$ cat config.mk
export PLATFORM = sky130hd
export DESIGN_NAME = met_controller
export DESIGN_NICKNAME = d
export VERILOG_FILES = /design/src/met_pkg.sv /design/src/met_controller.sv
export SDC_FILE = /design/constraint.sdc
export NUM_CORES = 1
export LEC_CHECK = 0
export BUFFER_PORTS_ARGS = -buffer_cell sky130_fd_sc_hd__buf_2
export CAP_MARGIN = 0
export CORE_AREA = 10 10 47 49
export DETAILED_ROUTE_END_ITERATION = 7
export DIE_AREA = 0 0 57 59
export PLACE_DENSITY = 0.52
export SLEW_MARGIN = 5
export SYNTH_ARGS = -nofsm -noshare
export SYNTH_HDL_FRONTEND = slang
export SYNTH_SLANG_ARGS = --single-unit
$ cat constraint.sdc
create_clock -name aclk -period 2.5 [get_ports aclk]
set_input_delay 0.25 -clock aclk [delete_from_list [all_inputs] [get_ports aclk]]
set_output_delay 0.25 -clock aclk [all_outputs]
set_load 0.01 [all_outputs]
$ cat src/met_pkg.sv
// package for the escape-time block: register indexes, fixed field widths,
// controller states and the command and status bundles between controller and datapath
// no dependencies
package met_pkg;

    localparam int COORD_W     = 32;
    localparam int PIX_W       = 12;
    localparam int DIM_W       = 13;
    localparam int COUNT_W     = 16;
    localparam int CFG_ADDR_W  = 3;
    localparam int CFG_DATA_W  = 32;

    localparam logic signed [COORD_W-1:0] REAL_MIN_RST = -32'sd671088640;
    localparam logic signed [COORD_W-1:0] REAL_MAX_RST = 32'sd268435456;
    localparam logic signed [COORD_W-1:0] IMAG_MIN_RST = -32'sd268435456;
    localparam logic signed [COORD_W-1:0] IMAG_MAX_RST = 32'sd268435456;
    localparam logic [DIM_W-1:0]          WIDTH_RST    = 13'd640;
    localparam logic [DIM_W-1:0]          HEIGHT_RST   = 13'd480;
    localparam logic [COUNT_W-1:0]        LIMIT_RST    = 16'd1000;

    typedef enum logic [CFG_ADDR_W-1:0] {
        REG_REAL_MIN   = 3'd0,
        REG_REAL_MAX   = 3'd1,
        REG_IMAG_MIN   = 3'd2,
        REG_IMAG_MAX   = 3'd3,
        REG_WIDTH      = 3'd4,
        REG_HEIGHT     = 3'd5,
        REG_ITER_LIMIT = 3'd6
    } cfg_reg_t;

    typedef enum logic [2:0] {
        ST_IDLE,
        ST_SCALE,
        ST_DIV_LOAD,
        ST_DIV_WAIT,
        ST_MAP,
        ST_ITER_MUL,
        ST_ITER_ADD,
        ST_FINISH
    } state_t;

    typedef struct packed {
        logic capture;
        logic scale;
        logic div_start;
        logic map;
        logic mul;
        logic update;
        logic load_out;
    } met_cmd_t;

    typedef struct packed {
        logic div_busy;
        logic at_limit;
        logic in_range;
        logic escaped;
        logic out_free;
    } met_status_t;

endpackage

$ cat src/met_controller.sv
// sequencing state machine: input capture, pixel mapping, iteration loop, result hand-off
// depends on met_pkg
module met_controller (
    input  logic                 aclk,
    input  logic                 aresetn,
    input  logic                 s_tvalid,
    output logic                 in_ready,
    input  met_pkg::met_status_t st,
    output met_pkg::met_cmd_t    cmd
);

    met_pkg::state_t state_reg;
    met_pkg::state_t state_next;

    always_ff @(posedge aclk) begin
        if (!aresetn) begin
            state_reg <= met_pkg::ST_IDLE;
        end else begin
            state_reg <= state_next;
        end
    end

    always_comb begin
        state_next = state_reg;
        case (state_reg)
            met_pkg::ST_IDLE: begin
                if (s_tvalid) state_next = met_pkg::ST_SCALE;
            end
            met_pkg::ST_SCALE:    state_next = met_pkg::ST_DIV_LOAD;
            met_pkg::ST_DIV_LOAD: state_next = met_pkg::ST_DIV_WAIT;
            met_pkg::ST_DIV_WAIT: begin
                if (!st.div_busy) state_next = met_pkg::ST_MAP;
            end
            met_pkg::ST_MAP:      state_next = met_pkg::ST_ITER_MUL;
            met_pkg::ST_ITER_MUL: begin
                if (st.at_limit || !st.in_range) begin
                    state_next = met_pkg::ST_FINISH;
                end else begin
                    state_next = met_pkg::ST_ITER_ADD;
                end
            end
            met_pkg::ST_ITER_ADD: begin
                if (st.escaped) begin
                    state_next = met_pkg::ST_FINISH;
                end else begin
                    state_next = met_pkg::ST_ITER_MUL;
                end
            end
            met_pkg::ST_FINISH: begin
                if (st.out_free) state_next = met_pkg::ST_IDLE;
            end
            default: state_next = met_pkg::ST_IDLE;
        endcase
    end

    always_comb begin
        cmd      = '0;
        in_ready = 1'b0;
        case (state_reg)
            met_pkg::ST_IDLE: begin
                in_ready    = 1'b1;
                cmd.capture = s_tvalid;
            end
            met_pkg::ST_SCALE:    cmd.scale     = 1'b1;
            met_pkg::ST_DIV_LOAD: cmd.div_start = 1'b1;
            met_pkg::ST_DIV_WAIT: cmd           = '0;
            met_pkg::ST_MAP:      cmd.map       = 1'b1;
            met_pkg::ST_ITER_MUL: cmd.mul       = 1'b1;
            met_pkg::ST_ITER_ADD: cmd.update    = !st.escaped;
            met_pkg::ST_FINISH:   cmd.load_out  = st.out_free;
            default:              cmd           = '0;
        endcase
    end

endmodule

---- Word level (Yosys, flattened, before mapping) ----
Index checks and enable logic that the tools add are counted.
storage, ports and cells
  register bits after elaboration ......... 3
  input port bits ......................... 8
  word-level logic and storage cells ...... 30
operators by class
  equal/unequal tests ..................... 10
  multiplexer cells ....................... 14
  reduce and logical (&&, ||, !) cells .... 5
operator list
  kind                                                  number
  one-hot mux 3 bit (8 select lines)                    1
  equality test 3 bit (second input constant)           4
  two-way mux 1 bit                                     9
  two-way mux 3 bit                                     3
  equality test 3 x 2 -> 1 bit (second input constant)  2
  inequality test 2 bit (second input constant)         3
  equality test 3 x 1 -> 1 bit (second input constant)  1
  zero test 3 bit                                       1
  AND reduction 3 bit                                   1
  zero test 1 bit                                       2
  two-way mux 2 bit                                     1
  logical OR 1 bit                                      1

---- Depth between registers and ports, before layout ----
Gate-level depths: netlist of run 1.
  depth in word-level cells ............... 4
  depth in mapped cells ................... 4

---- Worst setup path after synthesis of run 1 ----
OpenSTA, ideal clock, no wires.
  path type ............................... reg-to-output
  start point ............................. register state_reg[2]
  end point ............................... output cmd[6] in the netlist's numbering
  data arrival time ....................... 1.024 ns
  required time ........................... 2.250 ns
  path slack .............................. 1.226 ns
  stages on the path, launching flop included .. 4
  path buffers ............................ 1
  cells stage by stage .................... dfxtp_1 -> buf_4 -> nor3_1 -> and2_1
RTL lines
  element                   line                  source
  start: declaration        met_controller.sv:12  met_pkg::state_t state_reg;
  start signal: assignment  met_controller.sv:17  state_reg <= met_pkg::ST_IDLE;
  start signal: assignment  met_controller.sv:19  state_reg <= state_next;
  end: declaration          met_controller.sv:9   output met_pkg::met_cmd_t cmd

==> reports/results.ini, run 1 <==
[clock_network]
clkSinkCount=3
cts_root_buffer=clkbuf_4
tritoncts=yes
cts_max_level=1
post_cts_buffers=0
postCtsHoldBufs=0
clock_latency_ns=0.24
cts_made_buffers=3
cts_resized=0
clk_pin_slew_ns=0.04
clock_path_buffers=2

[worst_setup_path]
cp.arrival_ns=1.21
rr_worst_depth=3
cp-start-kind=register
crit_fanout=13
reg2reg_to=state_reg[0]$_SDFFE_PN0P_
critPathKind=register to output port
rr_startpoint=state_reg[2]$_SDFFE_PN0P_
crit_required_ns=2.25
endpoint_kind=output port
reg2reg_slack_ns=1.28

[floorplanning]
die_w_um=57
initial_utilization=0.180
rows=14
dieArea_mm2=0.00336
ioPinCount=16
coreArea_mm2=0.00140
die_h_um=59

[detailed_routing]
viasPerCell=4.46
wl_per_cell_um=12.7
routed_wl_um=802
num_vias=281
dr.pass1.iters=4
antenna_left=0
drtIter0Drc=8
drc=0

[flow_run]
drv_cap=0

[finish]
antennaDiodeCount=0
final_nets=56
drive_gt1_frac=0.447
instances_no_fill=63
largest_register_ffs=3
syn_to_final_growth_pct=38.6

[sta]
worst_pin_slew_ns=0.381
finalClockSkew_ns=0.00725
setup-violations-final=0
drv_slew=0
fin_hold_ws_ns=0.275
finalCriticalPeriod_ns=1.46
rsz0062_at_grt=no
hold_viol=0
max_freq_mhz=684
fin_crit_sh=0.585
finalSetupTns_ns=0
relSlewSlack=0.744

[synth]
synth_top_area_share=0.238
synthFlopType=dfxtp_1
ys_ff_latch=3
synthDistinctLibCells=19
netlist_top_cells_area=dfxtp_1 (24%), nor3b_1 (12%), a31oi_1 (7.4%), nand2b_1 (7.4%), nand3b_1 (5.9%)
syn_area_per_cell_um2=8.15
netlist_instances=31
syn-cell-area_um2=253
synth_nets=39
async_flop_share=0
synth_top_cell_by_area=dfxtp_1
synth_edf_count=0
ys_seq_area_frac=0.238
yosysWarnings=0

[power_and_ir_drop]
power_density_mw_per_mm2=634
p_leak_nw=0.163
ir_drop_v=0.000173
finalPower_uw=222

[placed_design]
port_buffers=15
dpl.cell_count=59
dp_hpwl_um=560
gp_congestion=0.652

[min_path]
whs_endpoint=state_reg[0]$_SDFFE_PN0P_
hold_class=primary input to register
hold_path.startpoint=aresetn
hold_depth=3

[global_routing]
grt_max_degree=15
grt_pass1_wl_um=1320
antenna_found_initial=0
grt_pass1_vias=282
grt_overflow=0
grt_usage=0.0522

[outcome]
status=finished, final reports clean

[area by class of cell]
type / count / area, um2
clock buffer: 4 / 26.3
inverter: 1 / 3.75
timing repair buffer: 15 / 75.1
multi-input combinational: 24 / 165
fill: 180 / 1050
tap: 16 / 20.0
sequential: 3 / 60.1
[report_power, final]
part / internal [mW] / switching, mW / total, mW / leakage (nW)
clock network: 0.0602 / 0.0303 / 0.0905 / 0.0150
logic: 0.0324 / 0.0261 / 0.0585 / 0.123
registers: 0.0544 / 0.0187 / 0.0731 / 0.0247
[synth_stat cells, types with 2 or more instances]
library cell	count
nand2b_1	3
nor3_1	2
nand3b_1	2
dfxtp_1	3
nand2_1	2
a31oi_1	3
nor3b_1	4
[how the worst max path moves through the flow]
stage               slack [ns]                      start                        end  cells after the start
floorplan                 1.23  state_reg[2]$_SDFFE_PN0P_                     cmd[6]                      3
global placement          1.29  state_reg[1]$_SDFFE_PN0P_                     cmd[1]                      3
detailed placement        1.31  state_reg[2]$_SDFFE_PN0P_  state_reg[0]$_SDFFE_PN0P_                      3
CTS                       1.05  state_reg[2]$_SDFFE_PN0P_                     cmd[0]                      3
global route              0.87  state_reg[1]$_SDFFE_PN0P_                     cmd[0]                      3
finish                    1.04  state_reg[1]$_SDFFE_PN0P_                     cmd[0]                      3
[layer usage]
metal	routed length [um]	track usage	part of all wire	vias to the layer above
met2	348	0.0667	0.43	12
met4	38	0.0705	0.047	0
met1	359	0.0544	0.45	123
met3	56	0.0236	0.070	4
li1	-	-	-	142
met5	0	0	0	-
[critical path: stages, from the launching register on]
cell and delay [ns]:
dfxtp_1 0.53, nand2_1 0.13, nor2_1 0.16, buf_2 0.15
[logic make-up after synthesis]
logic type | count (synthesis) | share of synthesized area
buffers and inverters | 4 | 0.109
DFF | 3 | 0.238
AOI/OAI and AO/OA | 3 | 0.0743
and+or+nand+nor | 21 | 0.579
[cells in the final DEF (no fill, tap or decap)]
master / Yosys / routed
a31oi_1: 3 / 3
and2_1: 1 / 1
and3b_1: 1 / 1
and4b_1: 1 / 1
and4b_2: 1 / 1
buf_2: 1 / 15
clkbuf_1: 0 / 1
clkbuf_4: 0 / 3
dfxtp_1: 3 / 3
inv_1: 1 / 1
nand2_1: 2 / 2
nand2b_1: 3 / 3
nand2b_2: 1 / 1
nand3b_1: 2 / 2
nor2_1: 1 / 1
nor3_1: 2 / 2
nor3_2: 1 / 1
nor3b_1: 4 / 4
nor4_1: 1 / 1
[stage by stage]
| stage | area, um2 | setup WS, ns | utilization |
|---|---|---|---|
| 6_report | 350 | 1.04 | 0.250 |
| 3_5_place_dp | 324 | 1.31 | 0.231 |
| 5_1_grt | 350 | 0.872 | 0.250 |
| 3_3_place_gp | 324 | 1.29 | 0.231 |
| 4_1_cts | 350 | 1.05 | 0.250 |
| 2_1_floorplan | 253 | 1.23 | - |
Power figures use the tool's default switching activity.
==> run 2, diff against run 1 <==
Settings changed: ABC_AREA set to 1, PLACE_DENSITY 0.52 to 0.54.
Clock period 2.5 ns to 1.26 ns, I/O delays scaled along.
==> run 2 against run 1 <==
Worst hold slack worse by 0.13 ns. Final area up 12%. Synthesized cell count increased by 45%. Global-route usage is 0.30 points lower. Cell count is 29% higher. Setup slack got worse by 1.0 ns. First-iteration DRC count down 38%. Combinational power rose to 3.0 times the previous value. Register-to-register slack worse by 1.0 ns. Flip-flop and latch count did not move. Die area did not move. Largest power group is now combinational logic.
==> reports/results.ini, run 2 <==
[worst_setup_path]
crit_fanout=6  ; -7
endpoint_kind=output port
critPathKind=register to output port
cp-start-kind=register
crit_required_ns=1.13  ; -1.12 ns
cp.arrival_ns=1.11  ; -0.10 ns

[placed_design]
placed_area_um2=337  ; +3.9%
port_buffers=15  ; unchanged
dp_hpwl_um=640  ; +14%
gp_congestion=0.752  ; +15%

[detailed_routing]
routed_wl_um=775  ; -3.4%
antenna_left=0  ; unchanged
wl_per_cell_um=9.57  ; -25%
drc=0  ; unchanged
drtIter0Drc=5  ; -3
viasPerCell=3.99  ; -11%
dr.pass1.iters=4  ; unchanged
num_vias=323  ; +15%

[clock_network]
cts_made_buffers=3  ; unchanged
cts_max_level=1  ; unchanged
cts_root_buffer=clkbuf_4
clk_pin_slew_ns=0.04  ; about the same
clock_path_buffers=2  ; unchanged
clock_latency_ns=0.23  ; about the same
tritoncts=yes
clkSinkCount=3  ; unchanged

[flow_run]
drv_cap=0  ; unchanged

[power_and_ir_drop]
internal_power_uw=304  ; +110%
ir_drop_v=0.000472  ; +170%
power_density_mw_per_mm2=1200  ; +90%
pwr-share-comb=0.364  ; +0.101
swShare=0.359  ; +0.0211
switchingPower_uw=171  ; +130%
clkPwrFrac=0.348  ; -0.060
p_leak_nw=0.235  ; +44%
finalPower_uw=475  ; +110%
seq_power_share=0.288  ; -0.041

[finish]
final_nets=74  ; +32%
final_common_cell=buf_2
antennaDiodeCount=0  ; unchanged
fill_cells=183  ; +1.7%
syn_to_final_growth_pct=55.9
fin_area_um2=394  ; +12%
drive_gt1_frac=0.415  ; -0.0314
largest_register_ffs=3  ; unchanged
layout_common_cells=buf_2 (15), inv_1 (10), nor2_1 (10)

[synth]
syn_area_per_cell_um2=5.62  ; -31%
yosys-top-cells-count=inv_1 (10), nor2_1 (10), nand2_1 (6)
synth_top_area_share=0.238  ; unchanged
synth_top_cell_by_area=dfxtp_1
synth_nets=53  ; +36%
synthFlopType=dfxtp_1
netlist_instances=45  ; +45%
ys_ff_latch=3  ; unchanged
synthDistinctLibCells=14  ; -5
syn-cell-area_um2=253  ; unchanged
netlist_top_cells_area=dfxtp_1 (24%), inv_1 (15%), nor2_1 (15%), nand2_1 (8.9%), a21oi_1 (5.9%)
yosysWarnings=0  ; unchanged
async_flop_share=0  ; unchanged
synth_edf_count=0  ; unchanged
ys_seq_area_frac=0.238  ; unchanged

[global_routing]
grt_max_degree=11  ; -4
grt_overflow=0  ; unchanged
grt_pass1_wl_um=1310  ; -0.46%
antenna_found_initial=0  ; unchanged
grt_usage=0.0493  ; -0.00296
grt_pass1_vias=323  ; +15%

[sta]
hold_viol=0  ; unchanged
fin_crit_sh=0.980
max_freq_mhz=810
drv_slew=0  ; unchanged
finalCriticalPeriod_ns=1.23
rsz0062_at_grt=yes
setup-violations-final=0  ; unchanged
finalClockSkew_ns=0.00164  ; -0.00561 ns
fin_hold_ws_ns=0.144  ; -0.131 ns
finalSetupTns_ns=0  ; unchanged
worst_pin_slew_ns=0.207  ; -0.174 ns
relSlewSlack=0.861  ; +0.117

[outcome]
status=finished, final reports clean

[min_path]
hold_class=primary input to register

[floorplanning]
die_w_um=57  ; unchanged
ioPinCount=16  ; unchanged
initial_utilization=0.180  ; unchanged
dieArea_mm2=0.00336  ; unchanged
die_h_um=59  ; unchanged
rows=14  ; unchanged
coreArea_mm2=0.00140  ; unchanged

## run 2: changes by cell type in the layout (fill, tap and decap cells not counted), sizes merged, moves of 3 or more
cell | before | now
nand3 | 0 | 3
nor2 | 1 | 10
a21oi | 0 | 3
inv | 1 | 11
nand2 | 2 | 6
nand2b | 4 | 0
a31oi | 3 | 0
nor3b | 4 | 0
## run 2: final cells by class
class                   count  area [um2]  share of cell area
well taps                  16        20.0              0.0508
repair buffers             17        90.1               0.229
inverters                  11        41.3               0.105
multi-input cells          30         148               0.375
flip-flops and latches      3        68.8               0.175
clock buffers               4        26.3              0.0667
## run 2: per-stage QoR
step,cells,setup slack (ns),util
finish,81,0.0254,0.281
global route,81,-0.0326,0.281
CTS,79,-0.0256,0.263
detailed placement,75,0.132,0.240
global placement,75,0.140,0.240
floorplan,45,0.191,-
## run 2: worst max-delay path, stage by stage (launching register included)
cell	delay, ns
dfxtp_4	0.33
buf_4	0.15
nor3_1	0.22
buf_2	0.18
## run 2: final timing paths
check                                                from                         to  slack [ns]  depth (start not counted)
worst max-delay path            state_reg[2]$_SDFFE_PN0P_                     cmd[4]        0.03                          3
worst min-delay path                              aresetn  state_reg[1]$_SDFFE_PN0P_        0.14                          3
worst max register to register  state_reg[1]$_SDFFE_PN0P_  state_reg[0]$_SDFFE_PN0P_        0.26                          5
worst min register to register  state_reg[2]$_SDFFE_PN0P_  state_reg[2]$_SDFFE_PN0P_        0.50                          2
## run 2: layer usage
layer  up-vias  share of wire  wire length [um]  GRT usage
li1        178              -                 -          -
met1       131           0.45               350     0.0523
met2        14           0.42               322     0.0620
met3         0           0.13               101     0.0515
met4         0              0                 0     0.0201
met5         -              0                 0          0
## run 2: cells by family after synthesis
kind of cell    synth area share
compound gates             0.129
buf+inv                    0.208
flops                      0.238
simple gates               0.426
## run 2: what timing repair did
| item | CTS | global route |
|---|---|---|
| hold buffers | 0 | 0 |
| setup buffers | 0 | 2 |
| cloned | 0 | 0 |
| gates resized for setup | 3 | 4 |
| setup endpoints to repair | 3 | 5 |
## run 2: power groups by stage
stage	sequential, mW	clock [mW]	combinational (mW)
after floorplan	0.124	0	0.119
after global placement	0.139	0	0.153
after detailed placement	0.139	0	0.154
after CTS	0.139	0.175	0.154
after global routing	0.140	0.191	0.197
final	0.137	0.165	0.173
==> run 3, diff against run 2 <==
Settings changed: REMOVE_ABC_BUFFERS set to 1.
==> run 3 against run 2 <==
Via count shrank 2.5%. First-iteration DRC count grew 40%. Sequential share of layout area shrank 0.083 points. Highest routed layer unchanged.
==> reports/results.ini, run 3 (synthesis gave the netlist of run 2 again) <==
[finish]
antennaDiodeCount=0  ; unchanged
fill_cells=168  ; -8.2%
syn_to_final_growth_pct=51.0
final_common_cell=buf_2
largest_register_ffs=3  ; unchanged
fin_area_um2=382  ; -3.2%
instances_no_fill=80  ; -1.2%
final_nets=73  ; -1.4%
drive_gt1_frac=0.391  ; -0.0248
utilization=0.272  ; -0.00893
layout_common_cells=buf_2 (15), inv_1 (10), nor2_1 (10)

[global_routing]
grtUsageMet2=0.0651  ; +0.00310
grt-busiest-layer=met2
grt_overflow=0  ; unchanged
antenna_found_initial=0  ; unchanged
grt.met3_usage=0.0343  ; -0.0172
grt_pass1_vias=292  ; -9.6%
grt_pass1_wl_um=1160  ; -12%
met1_usage=0.0473  ; -0.00498
grt_usage=0.0423  ; -0.00699
grt_max_degree=11  ; unchanged

[clock_network]
cts_root_buffer=clkbuf_4
tritoncts=yes
postCtsHoldBufs=0  ; unchanged
cts_max_level=1  ; unchanged
clock_path_buffers=2  ; unchanged
post_cts_buffers=0  ; unchanged
clk_pin_slew_ns=0.03  ; about the same
cts_made_buffers=3  ; unchanged
clock_latency_ns=0.22  ; about the same
clkSinkCount=3  ; unchanged

[worst_setup_path]
critPathKind=register to output port
cp.arrival_ns=1.07  ; -0.04 ns
rr_worst_depth=5  ; unchanged
crit_fanout=4  ; -2
cp-start-kind=register
endpoint_kind=output port
rr_startpoint=state_reg[0]$_SDFFE_PN0P_
crit_required_ns=1.13  ; about the same
startpoint=state_reg[2]$_SDFFE_PN0P_

[power_and_ir_drop]
p_leak_nw=0.227  ; -3.2%
pwr-share-comb=0.345  ; -0.019
internal_power_uw=298  ; -2.1%
switchingPower_uw=163  ; -4.6%
power_density_mw_per_mm2=1210  ; +0.15%
seq_power_share=0.303  ; +0.015
swShare=0.353  ; -0.00601
clkPwrFrac=0.352  ; +0.004
ir_drop_v=0.000657  ; +39%

[floorplanning]
ioPinCount=16  ; unchanged
initial_utilization=0.180  ; unchanged
dieArea_mm2=0.00336  ; unchanged
coreArea_mm2=0.00140  ; unchanged
die_w_um=57  ; unchanged
rows=14  ; unchanged
die_h_um=59  ; unchanged

[detailed_routing]
drc=0  ; unchanged
num_vias=315  ; -2.5%
wl_per_cell_um=9.46  ; -1.1%
dr.pass1.iters=4  ; unchanged
viasPerCell=3.94  ; -1.3%
drtIter0Drc=7  ; +2
antenna_left=0  ; unchanged
routed_wl_um=757  ; -2.3%

[sta]
relSlewSlack=0.900  ; +0.0388
fin_crit_sh=0.948  ; -0.0316
finalSetupTns_ns=0  ; unchanged
rsz0062_at_grt=no
finalClockSkew_ns=0.000822  ; -0.000823 ns
worst_pin_slew_ns=0.149  ; -0.0578 ns
hold_viol=0  ; unchanged
drv_slew=0  ; unchanged
finalCriticalPeriod_ns=1.19  ; -0.0398 ns
setup-violations-final=0  ; unchanged
max_freq_mhz=837  ; +3.3%

[placed_design]
port_buffers=15  ; unchanged
placed_area_um2=344  ; +2.2%
gp_congestion=0.722  ; -4.1%
dpl.cell_count=76  ; +1.3%
dp_hpwl_um=630  ; -1.6%

[min_path]
hold_path.startpoint=aresetn
hold_depth=3  ; unchanged
hold_class=primary input to register

[outcome]
status=finished, final reports clean

[flow_run]
drv_cap=0  ; unchanged

==> run 3: metal layers <==
layer	up-vias	wire length (um)
li1	176	-
met1	129	335
met2	10	350
met3	0	71
met4	0	0
met5	-	0
==> run 3: power groups by stage <==
stage / Combinational [mW] / Sequential [mW] / Clock [mW]
6_report: 0.159 / 0.139 / 0.162
5_1_grt: 0.184 / 0.143 / 0.178
4_1_cts: 0.162 / 0.136 / 0.169
3_5_place_dp: 0.161 / 0.135 / 0
3_3_place_gp: 0.161 / 0.134 / 0
2_1_floorplan: 0.0993 / 0.132 / 0
==> run 3: timing repair <==
item | in CTS | in global routing
setup endpoints to repair | 2 | 2
pin swaps | 0 | 0
resized for setup | 2 | 3
==> run 3: final timing paths <==
check | end | slack [ns]
max | cmd[1] | 0.07
min | state_reg[1]$_SDFFE_PN0P_ | 0.15
max reg2reg | state_reg[1]$_SDFFE_PN0P_ | 0.28
min reg2reg | state_reg[2]$_SDFFE_PN0P_ | 0.49
==> run 3: stage by stage <==
step	power [mW]	setup WS, ns	hold slack, ns
after floorplan	0.231	0.191	0.251
after global placement	0.294	0.207	0.386
after detailed placement	0.296	0.188	0.391
after CTS	0.467	0.0164	0.153
after global routing	0.506	0.00404	0.159
final	0.460	0.0652	0.149
==> run 3: worst max-delay path, cell delays in order (launching register included) <==
cell,delay (ns)
dfxtp_2,0.32
inv_2,0.05
or2_1,0.23
nor3_2,0.10
buf_2,0.15
==> run 3: cell type report <==
cell class | instances | area, um2 | area share
Inverter | 11 | 41.3 | 0.108
Tap cell | 16 | 20.0 | 0.0525
Clock buffer | 4 | 26.3 | 0.0689
Timing Repair Buffer | 16 | 82.6 | 0.216
Sequential cell | 3 | 66.3 | 0.174
Multi-Input combinational cell | 30 | 145 | 0.380
